--- src/hw/rtl/ebalu_pkg.sv ---
// Package with the command codes, operand sources and flag type of the eight-bit ALU.
package ebalu_pkg;

    localparam int REG_COUNT = 7;
    localparam int REG_IDX_W = 3;
    localparam logic [3:0] NIBBLE_MAX = 4'hF;

    typedef enum logic [3:0] {
        CMD_ADD  = 4'd0,
        CMD_ADC  = 4'd1,
        CMD_SBC  = 4'd2,
        CMD_AND  = 4'd3,
        CMD_OR   = 4'd4,
        CMD_CP   = 4'd5,
        CMD_INC  = 4'd6,
        CMD_DEC  = 4'd7,
        CMD_LOAD = 4'd8
    } cmd_t;

    typedef enum logic [1:0] {
        SRC_REG = 2'd0,
        SRC_MEM = 2'd1,
        SRC_IMM = 2'd2
    } src_t;

    typedef struct packed {
        logic z;
        logic n;
        logic h;
        logic c;
    } flags_t;

endpackage

--- src/hw/rtl/eight_bit_alu_with_flags.sv ---
// Top level of the eight-bit ALU: input register, ALU, register file, flags and result register.
//
//   channel  direction  payload                                         handshake
//   s_       in         command, operand_source, reg_index, operand_byte s_valid / s_ready
//   m_       out        result_byte, memory_write, accumulator, flags    m_valid / m_ready
//
// One instruction per cycle while the result is not stalled; an accepted instruction passes
// through the input register and then the result register, from which its result is transferred.
// The ALU between the input register and the result register updates the register file
// and the flags at the same edge, so the next instruction sees them without delay.
// Reset clears the register file, the flags and both valid bits.
// A stalled result holds the pipeline; s_ready falls only when both stages are full
// and m_ready is low.
module eight_bit_alu_with_flags (
    input  logic       aclk,
    input  logic       aresetn,
    input  logic       s_valid,
    output logic       s_ready,
    input  logic [3:0] s_command,
    input  logic [1:0] s_operand_source,
    input  logic [2:0] s_reg_index,
    input  logic [7:0] s_operand_byte,
    output logic       m_valid,
    input  logic       m_ready,
    output logic [7:0] m_result_byte,
    output logic       m_memory_write,
    output logic [7:0] m_accumulator,
    output logic       m_zero_flag,
    output logic       m_subtract_flag,
    output logic       m_half_carry_flag,
    output logic       m_carry_flag
);

    logic                           in_valid_reg;
    logic [3:0]                     cmd_reg;
    logic [1:0]                     src_reg;
    logic [ebalu_pkg::REG_IDX_W-1:0] idx_reg;
    logic [7:0]                     imm_reg;

    logic [7:0]        rf_reg   [ebalu_pkg::REG_COUNT];
    logic [7:0]        rf_next  [ebalu_pkg::REG_COUNT];
    ebalu_pkg::flags_t flag_reg;
    ebalu_pkg::flags_t flag_next;

    logic       out_valid_reg;
    logic [7:0] res_reg;
    logic       mw_reg;
    logic [7:0] res_next;
    logic       mw_next;

    logic       advance;
    logic       idx_ok;
    logic [7:0] acc;
    logic [7:0] opnd;
    logic       cin;
    logic [8:0] sum9;
    logic [4:0] sum5;
    logic [8:0] dif9;
    logic [4:0] dif5;
    logic [7:0] incdec;

    assign advance = in_valid_reg && (!out_valid_reg || m_ready);
    assign s_ready = !in_valid_reg || advance;

    assign idx_ok = idx_reg < ebalu_pkg::REG_IDX_W'(ebalu_pkg::REG_COUNT);
    assign acc    = rf_reg[0];
    assign opnd   = (src_reg == ebalu_pkg::SRC_REG) ? (idx_ok ? rf_reg[idx_reg] : 8'h00)
                                                    : imm_reg;
    assign cin    = (cmd_reg == ebalu_pkg::CMD_ADC || cmd_reg == ebalu_pkg::CMD_SBC)
                    ? flag_reg.c : 1'b0;
    assign sum9   = {1'b0, acc} + {1'b0, opnd} + {8'h00, cin};
    assign sum5   = {1'b0, acc[3:0]} + {1'b0, opnd[3:0]} + {4'h0, cin};
    assign dif9   = {1'b0, acc} - {1'b0, opnd} - {8'h00, cin};
    assign dif5   = {1'b0, acc[3:0]} - {1'b0, opnd[3:0]} - {4'h0, cin};
    assign incdec = (cmd_reg == ebalu_pkg::CMD_INC) ? opnd + 8'h01 : opnd - 8'h01;

    always_comb begin
        rf_next   = rf_reg;
        flag_next = flag_reg;
        res_next  = 8'h00;
        mw_next   = 1'b0;
        case (cmd_reg)
            ebalu_pkg::CMD_ADD, ebalu_pkg::CMD_ADC: begin
                res_next   = sum9[7:0];
                flag_next  = '{z: (sum9[7:0] == 8'h00), n: 1'b0, h: sum5[4], c: sum9[8]};
                rf_next[0] = sum9[7:0];
            end
            ebalu_pkg::CMD_SBC, ebalu_pkg::CMD_CP: begin
                res_next  = dif9[7:0];
                flag_next = '{z: (dif9[7:0] == 8'h00), n: 1'b1, h: dif5[4], c: dif9[8]};
                if (cmd_reg == ebalu_pkg::CMD_SBC) begin
                    rf_next[0] = dif9[7:0];
                end
            end
            ebalu_pkg::CMD_AND: begin
                res_next   = acc & opnd;
                flag_next  = '{z: ((acc & opnd) == 8'h00), n: 1'b0, h: 1'b1, c: 1'b0};
                rf_next[0] = acc & opnd;
            end
            ebalu_pkg::CMD_OR: begin
                res_next   = acc | opnd;
                flag_next  = '{z: ((acc | opnd) == 8'h00), n: 1'b0, h: 1'b0, c: 1'b0};
                rf_next[0] = acc | opnd;
            end
            ebalu_pkg::CMD_INC, ebalu_pkg::CMD_DEC: begin
                res_next = incdec;
                if (cmd_reg == ebalu_pkg::CMD_INC) begin
                    flag_next = '{z: (incdec == 8'h00), n: 1'b0,
                                  h: (opnd[3:0] == ebalu_pkg::NIBBLE_MAX), c: flag_reg.c};
                end else begin
                    flag_next = '{z: (incdec == 8'h00), n: 1'b1,
                                  h: (opnd[3:0] == 4'h0), c: flag_reg.c};
                end
                if (src_reg == ebalu_pkg::SRC_REG) begin
                    if (idx_ok) begin
                        rf_next[idx_reg] = incdec;
                    end
                end else if (src_reg == ebalu_pkg::SRC_MEM) begin
                    mw_next = 1'b1;
                end
            end
            ebalu_pkg::CMD_LOAD: begin
                res_next = imm_reg;
                if (idx_ok) begin
                    rf_next[idx_reg] = imm_reg;
                end
            end
            default: begin
                res_next = 8'h00;
            end
        endcase
    end

    always_ff @(posedge aclk) begin
        if (!aresetn) begin
            in_valid_reg  <= 1'b0;
            out_valid_reg <= 1'b0;
            flag_reg      <= '0;
            for (int i = 0; i < ebalu_pkg::REG_COUNT; i++) begin
                rf_reg[i] <= 8'h00;
            end
        end else begin
            if (s_ready) begin
                in_valid_reg <= s_valid;
            end
            if (advance) begin
                out_valid_reg <= 1'b1;
                flag_reg      <= flag_next;
                rf_reg        <= rf_next;
            end else if (m_ready) begin
                out_valid_reg <= 1'b0;
            end
        end
    end

    always_ff @(posedge aclk) begin
        if (s_ready && s_valid) begin
            cmd_reg <= s_command;
            src_reg <= s_operand_source;
            idx_reg <= s_reg_index;
            imm_reg <= s_operand_byte;
        end
        if (advance) begin
            res_reg <= res_next;
            mw_reg  <= mw_next;
        end
    end

    assign m_valid           = out_valid_reg;
    assign m_result_byte     = res_reg;
    assign m_memory_write    = mw_reg;
    assign m_accumulator     = rf_reg[0];
    assign m_zero_flag       = flag_reg.z;
    assign m_subtract_flag   = flag_reg.n;
    assign m_half_carry_flag = flag_reg.h;
    assign m_carry_flag      = flag_reg.c;

`ifndef SYNTH
    a_state_holds: assert property (@(posedge aclk)
        (aresetn && !advance) |=> ($stable(flag_reg) && $stable(rf_reg[0])))
        else $error("State changed without an instruction executing.");

    a_advance_fills_output: assert property (@(posedge aclk) disable iff (!aresetn)
        advance |=> m_valid)
        else $error("Executed instruction did not reach the result register.");

    a_stall_keeps_item: assert property (@(posedge aclk) disable iff (!aresetn)
        (in_valid_reg && !advance) |=> (in_valid_reg && $stable(cmd_reg) && $stable(imm_reg)))
        else $error("Stalled instruction was lost from the input register.");
`endif

endmodule
--- config.mk ---
export PLATFORM = sky130hd
export DESIGN_NAME = eight_bit_alu_with_flags
export DESIGN_NICKNAME = d
export VERILOG_FILES = /design/src/hw/rtl/ebalu_pkg.sv /design/src/hw/rtl/eight_bit_alu_with_flags.sv
export SDC_FILE = /design/constraint.sdc
export NUM_CORES = 1
export LEC_CHECK = 0
export BUFFER_PORTS_ARGS = -buffer_cell sky130_fd_sc_hd__buf_2
export CORE_MARGIN = 4
export CORE_UTILIZATION = 30
export DETAILED_ROUTE_END_ITERATION = 10
export PLACE_DENSITY = 0.46
export SETUP_SLACK_MARGIN = 0.02
export SLEW_MARGIN = 20
export SYNTH_ARGS = -nofsm -noshare
export SYNTH_HDL_FRONTEND = slang
export SYNTH_SLANG_ARGS = --single-unit
--- constraint.sdc ---
create_clock -name aclk -period 8.7 [get_ports aclk]
set_clock_uncertainty 0.1 [all_clocks]
set_input_delay 1.74 -clock aclk [delete_from_list [all_inputs] [get_ports aclk]]
set_output_delay 1.74 -clock aclk [all_outputs]
set_load 0.02 [all_outputs]
==> impl_metrics.tcl <==
set metrics [dict create \
    outcome "complete, no violations" \
    hold_viol 0 \
    rrSetupSlack_ns 3.47 \
    cp_max_fo 30 \
    cp-start-kind "register" \
    synth.top_cells.by_area "dfxtp_1 21%, edfxtp_1 13%, ha_1 7.7%" \
    grt_pass1_wl_um 31800 \
    clkLatencyLatePin_ns 0.36 \
    insertedDiodeCount 0 \
    relSlewSlack 0.2992 \
    grt_use_met2 0.2790 \
    core_area_mm2 0.01959 \
    place_inst 975 \
    irDropWorstVdd_uv 100.8 \
    slew_violations 0 \
    synth_top_area_share 0.2061 \
    setup_violations 0 \
    fill_cells 2103 \
    hold_depth 2 \
    num_vias 5464 \
    fin_total_pwr_mw 1.130 \
    design_area_mm2 0.006754 \
    arrival_ns 5.41 \
    reg2reg_to "m_zero_flag" \
    powerDensity_mw_per_mm2 167.3 \
    grtUsageMet1 0.2694 \
    grt_pass1_vias 5229 \
    postCtsResizedCells 0 \
    min_period_over_period 0.6012 \
    worstPathRequired_ns 8.88 \
    rows 51 \
    synthArstFlopShare 0 \
    grt_overflow 0 \
    dieHeight_um 149.7 \
    synth_warnings 0 \
    syn_area_mm2 0.006022 \
    cts_tree "built" \
    grt_use_met3 0.04119 \
    start_util 0.3074 \
    largest_reg_flops 48 \
    ys_seq_area_frac 0.3358 \
    place_congestion 0.9114 \
    grt_max_degree 48 \
    dieArea_mm2 0.02240 \
    r2r_cells 16 \
    min_path_type "register to register" \
    dpl_cell_area_mm2 0.006454 \
    crit_path_end_kind "register" \
    rsz0062_at_grt "false" \
    gr-usage-all-layers 0.1863 \
    wirelength_um 20410 \
    clk_path_buf_depth 2 \
    ys.flop_type "dfxtp_1" \
    nets 784 \
    drtPass1Iterations 5 \
    min_to "rf_reg[23]" \
    hold_start "rf_reg[23]" \
    r2r-start "idx_reg[1]" \
    yosys.area.top_type "dfxtp_1" \
    wl_per_cell_um 20.60 \
    p_leak_nw 2.530 \
    cts_buffers 9 \
    fin_crit_ns 5.231 \
    syn_to_final_growth_pct 12.15 \
    cts_htree_levels 3 \
    yosysMostFrequentCell "nor2_1" \
    final_util 0.3448 \
    fin_setup_tns_ns 0 \
    yosys-top-cells-count "88 x nor2_1, 62 x dfxtp_1, 45 x a21oi_1, 45 x inv_1" \
    path_class "register to register" \
    clock_sinks 88 \
    die_w_um 149.7 \
    fmax_ghz 0.1912 \
    drt_iter0_drc 534 \
    fin_cells 991 \
    antenna_found_initial 0 \
    synth-edff-count 26 \
    postRouteAntennaNets 0 \
    pin_count 44 \
    drive_gt1_frac 0.1212 \
    drcViolationCount 0 \
    synth_nets 765 \
    viasPerCell 5.514 \
    syn_area_per_cell_um2 8.578 \
    cts_root_buf "clkbuf_16" \
    grt.busiest_layer "met2" \
    clk_pin_slew_ns 0.07 \
    dp_hpwl_um 15760 \
    synth_cells 702 \
    ys_types 75 \
    synth_seq_cells 88 \
    worst_slew_pin_slew_ns 1.047 \
    drv_cap 0 \
    cts_setup_buffers 0 \
    cts_hold_buffers 0 \
    port_buffers 43 \
]
[worst max-delay path by stage]
stage                     from           to  slack, ns  cells after the start
detailed placement  idx_reg[1]  m_zero_flag       3.45                     16
global placement    idx_reg[1]  m_zero_flag       3.52                     16
CTS                 idx_reg[1]  m_zero_flag       3.41                     16
floorplan           idx_reg[0]  m_zero_flag       4.25                     13
finish              idx_reg[1]  m_zero_flag       3.47                     16
global route        idx_reg[1]  m_zero_flag       3.10                     16
[logic make-up after synthesis]
group / synth area share
and+or+nand+nor: 0.1957
AOI/OAI and AO/OA: 0.2435
buffers and inverters: 0.06067
DFF: 0.3358
adders and majority gates: 0.09350
muxes: 0.04924
xor gates and xnor gates: 0.02161
[critical path, stage by stage (launching register included)]
cell and delay (ns):
edfxtp_1 0.32, buf_4 0.33, mux2_1 0.36, a32o_2 0.29
o21a_1 0.19, a21oi_1 0.58, inv_1 0.23, fa_1 0.50
inv_1 0.09, fa_1 0.24, or2_2 0.17, a211oi_1 0.08
o211ai_1 0.42, o2111ai_1 0.25, a21oi_1 0.28, or4b_1 0.52
a31oi_1 0.18
[layout make-up]
| type | instances | area [um2] | share of cell area |
|---|---|---|---|
| Clock buffer | 10 | 229.0 | 0.03390 |
| Clock inverter | 6 | 68.82 | 0.01019 |
| Inverter | 45 | 168.9 | 0.02501 |
| Multi-Input combinational cell | 526 | 3659 | 0.5417 |
| Sequential cell | 88 | 2022 | 0.2994 |
| Tap cell | 265 | 331.6 | 0.04909 |
| Timing Repair Buffer | 51 | 275.3 | 0.04076 |
[per-layer routing]
layer  vias up  wire [um]
li1       2633          -
met1      2635       9916
met2       170       8954
met3        26       1123
met4         0        416
met5         -          0
[cells in the final DEF, fill, tap and decap left out, types with 7 or more instances in the layout]
cell,n
a211oi_1,40
a21oi_1,45
a31oi_1,12
buf_2,43
buf_4,8
clkbuf_16,9
dfxtp_1,62
edfxtp_1,26
ha_1,37
inv_1,45
mux2i_1,18
nand2_1,40
nand2b_1,17
nand3_1,9
nor2_1,87
nor2b_1,8
nor3_1,16
o211ai_1,16
o21a_1,7
o21ai_0,30
or3_1,8
xor2_1,7
[where the power goes]
group	internal [mW]	switching, mW	leakage (nW)
Clock	0.225	0.176	0.148
Sequential	0.436	0.0154	0.752
Combinational	0.0939	0.183	1.63
[through the flow]
step / worst slack [ns] / hold slack [ns]
after floorplan: 4.252 / 0.3313
after global placement: 3.516 / 0.3473
after detailed placement: 3.450 / 0.3508
after CTS: 3.406 / 0.3654
after global routing: 3.098 / 0.3855
final: 3.469 / 0.3642
(Power assumes the default switching activity.)
